--- config.mk ---
export PLATFORM = sky130hd
export DESIGN_NAME = prefix_varint_codec
export DESIGN_NICKNAME = d
export VERILOG_FILES = /design/src/hw/rtl/pvc_pkg.sv /design/src/hw/rtl/pvc_sext_unit.sv /design/src/hw/rtl/pvc_byte_pick.sv /design/src/hw/rtl/prefix_varint_codec.sv
export SDC_FILE = /design/constraint.sdc
export NUM_CORES = 1
export LEC_CHECK = 0
export BUFFER_PORTS_ARGS = -buffer_cell sky130_fd_sc_hd__buf_2
export CORE_MARGIN = 3
export CORE_UTILIZATION = 52
export CTS_CLUSTER_DIAMETER = 60
export DETAILED_ROUTE_END_ITERATION = 8
export GPL_ROUTABILITY_DRIVEN = 0
export PLACE_DENSITY = 0.81
export SLEW_MARGIN = 20
export SYNTH_ARGS = -nofsm -noshare
export SYNTH_HDL_FRONTEND = slang
export SYNTH_SLANG_ARGS = --single-unit
--- constraint.sdc ---
create_clock -name clk -period 4.2 [get_ports clk]
set_input_delay 0.84 -clock clk [delete_from_list [all_inputs] [get_ports clk]]
set_output_delay 0.84 -clock clk [all_outputs]
set_load 0.02 [all_outputs]
--- src/hw/rtl/pvc_pkg.sv ---
// ----------------------------------------------------------------------------
// Prefix varint codec package
// Shared widths, codes and types of the codec.
// ----------------------------------------------------------------------------
`default_nettype none

package pvc_pkg;

	localparam int VAL_W     = 64;
	localparam int BYTE_W    = 8;
	localparam int LEN_W     = 4;
	localparam int S_TDATA_W = 72;
	localparam int M_TDATA_W = 80;

	localparam logic [LEN_W-1:0] LEN_MAX     = 4'd9;
	localparam logic [LEN_W-1:0] SEARCH_LAST = 4'd8;

	localparam logic ACT_ENCODE = 1'b0;
	localparam logic ACT_DECODE = 1'b1;

	localparam logic KIND_BYTE  = 1'b0;
	localparam logic KIND_VALUE = 1'b1;

	typedef enum logic [3:0] {
		ST_IDLE   = 4'b0001,
		ST_SEARCH = 4'b0010,
		ST_EMIT   = 4'b0100,
		ST_DEC    = 4'b1000
	} state_t;

	typedef struct packed {
		logic [VAL_W-1:0] ext;
		logic             fits;
	} sext_res_t;

endpackage

`default_nettype wire

--- src/hw/rtl/pvc_sext_unit.sv ---
// ----------------------------------------------------------------------------
// Prefix varint codec sign-extend unit
// Sign-extends the low 7*k bits of a word and tells whether that is lossless.
// ----------------------------------------------------------------------------
`default_nettype none

module pvc_sext_unit (
	input  wire logic [pvc_pkg::VAL_W-1:0] val,
	input  wire logic [pvc_pkg::LEN_W-1:0] k,
	output pvc_pkg::sext_res_t             res
);
	import pvc_pkg::*;

	logic [VAL_W-1:0] ext;

	always_comb begin
		unique case (k)
			4'd1: ext = {{57{val[6]}},  val[6:0]};
			4'd2: ext = {{50{val[13]}}, val[13:0]};
			4'd3: ext = {{43{val[20]}}, val[20:0]};
			4'd4: ext = {{36{val[27]}}, val[27:0]};
			4'd5: ext = {{29{val[34]}}, val[34:0]};
			4'd6: ext = {{22{val[41]}}, val[41:0]};
			4'd7: ext = {{15{val[48]}}, val[48:0]};
			4'd8: ext = {{8{val[55]}},  val[55:0]};
			default: ext = val;
		endcase
	end

	assign res.ext  = ext;
	assign res.fits = (ext == val);

endmodule

`default_nettype wire

--- src/hw/rtl/pvc_byte_pick.sv ---
// ----------------------------------------------------------------------------
// Prefix varint codec byte picker
// Selects code byte k of a value of length L and adds the length prefix.
// ----------------------------------------------------------------------------
`default_nettype none

module pvc_byte_pick (
	input  wire logic [pvc_pkg::VAL_W-1:0]  val,
	input  wire logic [pvc_pkg::LEN_W-1:0]  len,
	input  wire logic [pvc_pkg::LEN_W-1:0]  idx,
	output logic      [pvc_pkg::BYTE_W-1:0] code_byte
);
	import pvc_pkg::*;

	logic [LEN_W-1:0]  pos;
	logic [BYTE_W-1:0] raw;
	logic [BYTE_W-1:0] prefix;
	logic [BYTE_W-1:0] keep;

	assign pos    = len - idx - 4'd1;
	assign raw    = val[{pos[2:0], 3'b000} +: BYTE_W];
	assign prefix = ~(8'hFF >> (len - 4'd1));
	assign keep   = 8'hFF >> len;

	always_comb begin
		if (idx == '0) begin
			code_byte = (raw & keep) | prefix;
		end else begin
			code_byte = raw;
		end
	end

endmodule

`default_nettype wire

--- src/hw/rtl/prefix_varint_codec.sv ---
// ----------------------------------------------------------------------------
// Prefix varint codec
// Signed 64-bit prefix-length varint encoder and byte-wise decoder.
// ----------------------------------------------------------------------------
// channel  dir  tdata                                  tuser     tlast
// s_*      in   value_in[63:0] byte_in[71:64]          action    -
// m_*      out  byte_out code_length value_out (80b)   kind      last_byte
//
// Encode: an accept step, a length search that steps the shared sign-extend unit
// for k = 1..8, then one byte per cycle while the output is not stalled (L bytes).
// Decode: each byte beat is accepted in IDLE, then updates through the same unit in DEC.
// Async reset clears the sequencer, output valid and the decode state.
// Output stalls hold the emit and decode-result steps; no input beat is taken until idle.
// ----------------------------------------------------------------------------
`default_nettype none

module prefix_varint_codec (
	input  wire logic                               clk,
	input  wire logic                               arst_n,
	input  wire logic                               s_tvalid,
	output logic                                    s_tready,
	input  wire logic [pvc_pkg::S_TDATA_W-1:0]      s_tdata,  // value_in, byte_in
	input  wire logic                               s_tuser,  // action
	output logic                                    m_tvalid,
	input  wire logic                               m_tready,
	output logic      [pvc_pkg::M_TDATA_W-1:0]      m_tdata,  // byte_out, code_length, value_out
	output logic                                    m_tuser,  // kind
	output logic                                    m_tlast
);
	import pvc_pkg::*;

	state_t            state_q;
	logic [LEN_W-1:0]  cnt_q;
	logic [LEN_W-1:0]  len_q;
	logic [LEN_W-1:0]  bytes_seen_q;
	logic [LEN_W-1:0]  exp_len_q;
	logic [VAL_W-1:0]  acc_q;
	logic [VAL_W-1:0]  val_q;
	logic [BYTE_W-1:0] byte_q;
	logic              m_tvalid_q;
	logic [M_TDATA_W-1:0] m_tdata_q;
	logic              m_tuser_q;
	logic              m_tlast_q;

	logic              take;
	logic              out_free;
	logic              first;
	logic [LEN_W-1:0]  lead_len;
	logic [VAL_W-1:0]  acc_nxt;
	logic [LEN_W-1:0]  len_nxt;
	logic [LEN_W-1:0]  seen_nxt;
	logic              done;
	logic [VAL_W-1:0]  unit_val;
	logic [LEN_W-1:0]  unit_k;
	sext_res_t         sres;
	logic [BYTE_W-1:0] enc_byte;
	logic              enc_last;
	logic              emit_ld;
	logic              dec_ld;

	assign s_tready = (state_q == ST_IDLE);
	assign take     = s_tvalid && s_tready;
	assign out_free = !m_tvalid_q || m_tready;

	always_comb begin
		priority casez (byte_q)
			8'b0???????: lead_len = 4'd1;
			8'b10??????: lead_len = 4'd2;
			8'b110?????: lead_len = 4'd3;
			8'b1110????: lead_len = 4'd4;
			8'b11110???: lead_len = 4'd5;
			8'b111110??: lead_len = 4'd6;
			8'b1111110?: lead_len = 4'd7;
			8'b11111110: lead_len = 4'd8;
			default:     lead_len = LEN_MAX;
		endcase
	end

	assign first    = (bytes_seen_q == '0);
	assign len_nxt  = first ? lead_len : exp_len_q;
	assign seen_nxt = first ? 4'd1 : bytes_seen_q + 4'd1;
	assign done     = (seen_nxt >= len_nxt);

	always_comb begin
		if (!first) begin
			acc_nxt = {acc_q[VAL_W-BYTE_W-1:0], byte_q};
		end else if (lead_len < SEARCH_LAST) begin
			acc_nxt = {{(VAL_W-BYTE_W){1'b0}}, byte_q & (8'hFF >> lead_len)};
		end else begin
			acc_nxt = '0;
		end
	end

	assign unit_val = (state_q == ST_SEARCH) ? val_q : acc_nxt;
	assign unit_k   = (state_q == ST_SEARCH) ? cnt_q : len_nxt;

	pvc_sext_unit u_sext (
		.val (unit_val),
		.k   (unit_k),
		.res (sres)
	);

	pvc_byte_pick u_pick (
		.val       (val_q),
		.len       (len_q),
		.idx       (cnt_q),
		.code_byte (enc_byte)
	);

	assign enc_last = (cnt_q == len_q - 4'd1);
	assign emit_ld  = (state_q == ST_EMIT) && out_free;
	assign dec_ld   = (state_q == ST_DEC) && done && out_free;

	always_ff @(posedge clk or negedge arst_n) begin
		if (!arst_n) begin
			state_q      <= ST_IDLE;
			cnt_q        <= '0;
			len_q        <= '0;
			bytes_seen_q <= '0;
			exp_len_q    <= '0;
			acc_q        <= '0;
			m_tvalid_q   <= 1'b0;
		end else begin
			if (emit_ld || dec_ld) begin
				m_tvalid_q <= 1'b1;
			end else if (m_tready) begin
				m_tvalid_q <= 1'b0;
			end
			unique case (state_q)
				ST_IDLE: begin
					if (take) begin
						cnt_q   <= 4'd1;
						state_q <= (s_tuser == ACT_ENCODE) ? ST_SEARCH : ST_DEC;
					end
				end
				ST_SEARCH: begin
					if (sres.fits) begin
						len_q   <= cnt_q;
						cnt_q   <= '0;
						state_q <= ST_EMIT;
					end else if (cnt_q == SEARCH_LAST) begin
						len_q   <= LEN_MAX;
						cnt_q   <= '0;
						state_q <= ST_EMIT;
					end else begin
						cnt_q <= cnt_q + 4'd1;
					end
				end
				ST_EMIT: begin
					if (emit_ld) begin
						if (enc_last) begin
							state_q <= ST_IDLE;
						end else begin
							cnt_q <= cnt_q + 4'd1;
						end
					end
				end
				ST_DEC: begin
					if (!done) begin
						bytes_seen_q <= seen_nxt;
						exp_len_q    <= len_nxt;
						acc_q        <= acc_nxt;
						state_q      <= ST_IDLE;
					end else if (dec_ld) begin
						bytes_seen_q <= '0;
						exp_len_q    <= len_nxt;
						acc_q        <= acc_nxt;
						state_q      <= ST_IDLE;
					end
				end
				default: state_q <= ST_IDLE;
			endcase
		end
	end

	always_ff @(posedge clk) begin
		if (take) begin
			val_q  <= s_tdata[VAL_W-1:0];
			byte_q <= s_tdata[VAL_W +: BYTE_W];
		end
		if (emit_ld) begin
			m_tdata_q <= {4'b0000, {VAL_W{1'b0}}, len_q, enc_byte};
			m_tuser_q <= KIND_BYTE;
			m_tlast_q <= enc_last;
		end else if (dec_ld) begin
			m_tdata_q <= {4'b0000, sres.ext, len_nxt, {BYTE_W{1'b0}}};
			m_tuser_q <= KIND_VALUE;
			m_tlast_q <= 1'b0;
		end
	end

	assign m_tvalid = m_tvalid_q;
	assign m_tdata  = m_tdata_q;
	assign m_tuser  = m_tuser_q;
	assign m_tlast  = m_tlast_q;

endmodule

`default_nettype wire

; Word-level counts from Yosys, hierarchy flattened
; Index checks and enable logic that the tools add are counted.
[word_totals]
out_inout_bits = 84
elab_cells = 113
register_bits = 227
[op_classes]
mux = 38
bitwise = 5
n_eq_ne = 29
n_addsub = 5
order_cmp = 2
shifts = 4
n_reduce_logical = 17
[ops]
columns = cell, n
row1 = $pmux 64 s8, 1
row2 = $mux 64, 2
row3 = $mux 56, 2
row4 = $mux 4, 22
row5 = $eq 64x64->1, 1
row6 = $shiftx 64x7->8, 1
row7 = $pmux 4 s8, 1
row8 = $mux 12, 2
row9 = $shr 8x4->8 const A, 3
row10 = $eq 4x3->1 const B, 5
row11 = $and 8x8->8, 2
row12 = $eq 4x4->1 const B, 4
row13 = $mux 8, 2
row14 = $pmux 4 s4, 1
row15 = $eq 4x2->1 const B, 3
row16 = $pmux 4 s3, 1
row17 = $add 4x1->4 const B, 2
row18 = $eq 4x1->1 const B, 2
row19 = $eq 8x8->1 const B, 1
row20 = $logic_not 4->1, 2
row21 = $not 8->8, 1
row22 = $or 8x8->8, 1
row23 = $eq 7x7->1 const B, 1
row24 = $eq 6x6->1 const B, 1
row25 = other kinds (23), 36

; Logic depth before layout (Yosys ltp)
[depth]
depth_word = 11
depth_mapped = 18
mapped_depth_nobuf = 14

; Modules after synthesis
; From an unflattened synthesis, not the netlist that was laid out.
[hier_totals]
cells_unflattened = 1236
hier_area_um2 = 11446.0
[modules_own_cells]
columns = mod, seq_area_each_um2, cells_per_inst, instances, area_per_inst_um2
row1 = prefix_varint_codec, 5781.8, 940, 1, 9218.8
row2 = pvc_sext_unit, 0.0, 219, 1, 1362.6
row3 = pvc_byte_pick, 0.0, 77, 1, 864.6

; Least setup slack after synthesis
; Ideal clock, no wire load.
[synth_path]
kind = register to register
from = register bytes_seen_q[0]
to = register m_tdata_q[0] (netlist: m_tdata[0]), enable pin
arrival_time_ps = 3931
path_slack_ps = -39
required_ps = 3893
path_stages_with_launch = 18
path_buffers = 6
setup_ps = 307
cell_sequence = dfrtp_1 -> inv_1 -> ha_1 -> or3b_1 -> buf_2 -> clkbuf_1 -> buf_1 -> clkbuf_1 -> clkbuf_1 -> a21oi_1 -> ha_1 -> a21o_1 -> a21o_1 -> a21oi_1 -> nor2_1 -> nor2_1 -> clkbuf_1 -> inv_1
[synth_between]
elab_chain_cells = 6
word_cells_on_any_way = 8
cone_classes = add/sub: 1 / order compare: 1 / mux: 2 / reduce/logical: 4
[synth_rtl]
columns = item, line
row1 = "start, declared", prefix_varint_codec.sv:35  ; logic [LEN_W-1:0] bytes_seen_q;
row2 = "start signal, assigned", prefix_varint_codec.sv:160  ; bytes_seen_q <= seen_nxt;
row3 = $add 4x1->4 / $logic_not 4->1 (equally long branches), "prefix_varint_codec.sv:81, prefix_varint_codec.sv:79"
row4 = $mux 4 (on tied branches), "prefix_varint_codec.sv:81, prefix_varint_codec.sv:80"
row5 = $ge 4x4->1 (*), prefix_varint_codec.sv:82  ; assign done = (seen_nxt >= len_nxt);
row6 = $logic_and 1x1->1 (*) (2 in series), prefix_varint_codec.sv:112  ; assign dec_ld = (state_q == ST_DEC) && done && out_free;
row7 = $reduce_bool 2->1 (no source line) (*), --
row8 = "end signal, assigned", prefix_varint_codec.sv:182  ; m_tdata_q <= {4'b0000, {VAL_W{1'b0}}, len_q, enc_byte};
row9 = "end signal, assigned", prefix_varint_codec.sv:186  ; m_tdata_q <= {4'b0000, sres.ext, len_nxt, {BYTE_W{1'b0}}};
row10 = "end, declared", prefix_varint_codec.sv:41  ; logic [M_TDATA_W-1:0] m_tdata_q;
; Mark *: on every way between the ends. The rest lies on a longest branch, timed or not.
; A chain may end at the register's enable or synchronous reset.

; Final worst setup path
[layout_path]
from = register state_q[3]
to = register len_q[3]
[layout_between]
elab_chain_cells = 7
word_cells_on_any_way = 16
cone_classes = eq/ne: 10 / mux: 4 / reduce/logical: 2
[layout_rtl]
columns = item, line
row1 = "start, declared", prefix_varint_codec.sv:32  ; state_t state_q;
row2 = "start signal, assigned", prefix_varint_codec.sv:133  ; state_q <= (s_tuser == ACT_ENCODE) ? ST_SEARCH : ST_DEC;
row3 = $eq 4x2->1 (*), "prefix_varint_codec.sv:94, prefix_varint_codec.sv:95, prefix_varint_codec.sv:129"
row4 = $mux 4, prefix_varint_codec.sv:95  ; assign unit_k = (state_q == ST_SEARCH) ? cnt_q : len_nxt;
row5 = $eq 4x4->1 (tied with other cells), pvc_sext_unit.sv:17  ; unique case (k)
row6 = $pmux 64 s8, pvc_sext_unit.sv:17
row7 = $eq 64x64->1, pvc_sext_unit.sv:31  ; assign res.fits = (ext == val);
row8 = $reduce_bool 2->1 (no source line), --
row9 = $reduce_and 2->1 (no source line), --
row10 = "end signal, assigned", prefix_varint_codec.sv:138  ; len_q <= cnt_q;
row11 = "end, declared", prefix_varint_codec.sv:34  ; logic [LEN_W-1:0] len_q;
; Marked as above.

==> run_results.csv <==
group,metric,value,unit
floorplan,ioPinCount,161,
logic_synthesis,yosys_warnings,0,
logic_synthesis,syn-instance-count,1144,
logic_synthesis,synth_top_area_cell,"edfxtp_1",
sta,worstMarginPinSlew,0.993,ns
routing,wl_met3,3770,microns
min_path,hold_class,"input pin to asynchronous set/reset pin",
clocking,cts_tree,"built",
cells_and_area,area_delta_synth_final,18.1,%
clocking,htreeDepth,1,
global_routing,grt_pass1_wl,51600,microns
global_routing,grt_remaining_overflow,0,
power,p_switching,5.04,mW
clocking,clk_latency,0.53,ns
logic_synthesis,synth_top_area_share,23.0,%
power,p_int,6.33,mW
global_routing,grt_pass1_vias,9442,
floorplan,die_h,152,microns
logic_synthesis,synth_cell_types,81,
clocking,cts_buffer_depth,3,
critical_path,worstPathMaxFanout,10,
routing,viasPerCell,6.25,
sta,fin_crit_sh,95.9,%
outcome,status,"complete, no violations",
global_routing,grtUsageTotal,27.5,%
cells_and_area,fin_nets,1390,
cells_and_area,fin_cells,1583,
place,port_buffers,156,
clocking,cts_sinks,227,
sta,fin_crit,4.03,ns
routing,wl,33100,microns
logic_synthesis,yosysSeqAreaShare,52.2,%
routing,ant_nets,0,
logic_synthesis,avgSynthCellArea,9.69,sq um
critical_path,critical_path_class,"flop to flop",
routing,met2_length,14700,microns
power,power.density,870,nW/um^2
cells_and_area,n_antenna_cell,0,
floorplan,die-area,23100,sq um
sta,setup_viol,0,
routing,drtIter0Drc,1085,
logic_synthesis,ys_top_cells_by_area,"edfxtp_1 (23%), dfrtp_1 (17%), dfxtp_1 (12%)",
clocking,cts-root-buf,"clkbuf_16",
clocking,clk_pin_slew,0.06,ns
routing,wl_per_cell,20.9,microns
power,vdd_ir_drop_max,0.472,mV
sta,clock_skew,0.0129,ns
logic_synthesis,synthFlopType,"edfxtp_1",
logic_synthesis,synth_area,11100,sq um
logic_synthesis,synthArstFlopShare,33.9,%
global_routing,grt_antenna_before_repair,0,
sta,fmax,248,MHz
power,p_clk_share,18.7,%
critical_path,start_kind,"flop",
routing,wl_met1,12900,microns
sta,slew_viol_final,0,
logic_synthesis,ys_seq_elements,227,
floorplan,dieWidth,152,microns
logic_synthesis,synth_edf_count,85,
clocking,cts_inserted_buffers,24,
floorplan,core_area,20600,sq um
floorplan,placementRows,52,
routing,drc,0,
global_routing,grt_max_degree,53,
power,combPwrFrac,50.6,%
power,p_leak,5.47,nW
job,maxCapViolations,0,
routing,dr.pass1.iters,7,
sta,hold_violations,0,
routing,vias,9889,
power,p_seq_share,30.7,%
routing,dr.max_layer_used,"met4",
floorplan,start_util,53.9,%
place,placed_cells,1539,
critical_path,endpoint_kind,"flop",
critical_path,cp.arrival,4.44,ns
critical_path,critPathRequiredTime,4.61,ns
place,dp_slack,0.206,ns
power,switching_share,44.3,%
cells_and_area,layout-drive-gt1-share,21.7,%
place,dp_hpwl,24500,microns
sta,slew_headroom,32.9,%
sta,setup_ws,0.172,ns
sta,setup_tns,0,ns
[layer usage]
layer / track usage [%] / vias up
li1: - / 4451
met1: 37.4 / 4613
met2: 42.1 / 676
met3: 6.60 / 149
met4: 12.2 / 0
met5: 0 / -
[final cells by class]
| cell class | count | area, sq um |
|---|---|---|
| tap | 270 | 338 |
| multi-input combinational | 823 | 4920 |
| clock inverter | 15 | 154 |
| timing repair buffer | 200 | 1170 |
| clock buffer | 28 | 637 |
| fill | 1637 | 7480 |
| sequential | 227 | 5780 |
| inverter | 20 | 75.1 |
[logic make-up after synthesis]
family,after synthesis,synth area share [%]
and+or+nand+nor,413,17.2
AOI/OAI and AO/OA,350,19.5
DFF,227,52.2
buffers and inverters,97,3.87
muxes,27,4.29
adders and majority gates,17,1.99
xor gates and xnor gates,12,0.949
other,1,0.0338
[cell usage in the layout (no fill, tap or decap), types with 9 or more instances in the layout]
| master | count |
|---|---|
| nand2_1 | 206 |
| buf_2 | 156 |
| o21ai_0 | 144 |
| edfxtp_1 | 85 |
| a21oi_1 | 78 |
| dfrtp_1 | 76 |
| nor2_1 | 71 |
| dfxtp_1 | 65 |
| buf_4 | 39 |
| nand3_1 | 37 |
| clkbuf_16 | 25 |
| inv_1 | 19 |
| a22o_1 | 16 |
| mux4_2 | 16 |
| ha_1 | 16 |
| nor3_1 | 14 |
| o211ai_1 | 13 |
| nand4_1 | 12 |
| nand2b_1 | 10 |
| mux2i_1 | 10 |
| xnor2_1 | 9 |
| and3_1 | 9 |
| nor4_1 | 9 |
[sequential cells by signal, indices dropped and copies added, names as in the netlist]
register,count
exp_len_q,4
m_tlast,1
m_tvalid,1
m_tdata,76
m_tuser,1
val_q,64
acc_q,56
bytes_seen_q,4
len_q,4
byte_q,8
cnt_q,4
state_q,4
[power by group through the flow]
| stage | clock network [mW] | logic [mW] | registers (mW) |
|---|---|---|---|
| 6_report | 2.13 | 5.75 | 3.49 |
| 5_1_grt | 2.25 | 6.14 | 3.55 |
| 4_1_cts | 2.16 | 5.53 | 3.47 |
| 3_5_place_dp | 0 | 5.49 | 3.50 |
| 3_3_place_gp | 0 | 5.37 | 3.48 |
| 2_1_floorplan | 0 | 3.48 | 3.63 |
[Yosys cell counts, types with 12 or more instances]
cell type / number
edfxtp_1: 85
ha_1: 16
nand3_1: 37
nor3_1: 14
nand2_1: 206
clkbuf_1: 43
o21ai_0: 146
nor2_1: 72
o211ai_1: 13
dfxtp_1: 65
dfrtp_1: 76
nand4_1: 12
inv_1: 20
mux4_2: 16
a21oi_1: 78
a22o_1: 16
buf_2: 19
[critical path, cell delays in order, from the launching register on]
cell	delay (ns)
dfrtp_1	0.43
or4b_1	0.75
buf_4	0.26
nor2_1	0.46
nor4_4	0.11
or2_2	0.33
nor4_1	0.36
o311a_1	0.21
o2111ai_1	0.18
or4_1	0.50
mux2_4	0.32
[stage by stage]
step / total power [mW] / hold WS, ns / utilization [%] / cell area (sq um)
3_5_place_dp: 8.99 / 0.441 / 59.7 / 12300
3_3_place_gp: 8.86 / 0.436 / 59.7 / 12300
5_1_grt: 11.9 / 0.413 / 63.6 / 13100
4_1_cts: 11.2 / 0.383 / 63.5 / 13100
6_report: 11.4 / 0.380 / 63.6 / 13100
2_1_floorplan: 7.11 / 0.450 / - / 11100
[path summary, 6_finish.rpt]
kind | slack [ns] | cells past startpoint | endpoint | startpoint
worst min-delay path | 0.38 | 1 | bytes_seen_q[0] | arst_n
max in group asynchronous | 2.92 | 2 | acc_q[23] | arst_n
worst max register to register | 0.17 | 10 | len_q[3] | state_q[3]
worst max-delay path | 0.17 | 10 | len_q[3] | state_q[3]
worst min register to register | 0.45 | 2 | m_tdata[32] | m_tdata[32]
min in group clk | 0.45 | 2 | m_tdata[32] | m_tdata[32]
[repair_timing]
item | CTS | global route
gates resized for setup | 0 | 5
setup buffers | 0 | 1
setup endpoints to repair | 0 | 4
hold buffers | 0 | 0
(Power assumes the default switching activity.)
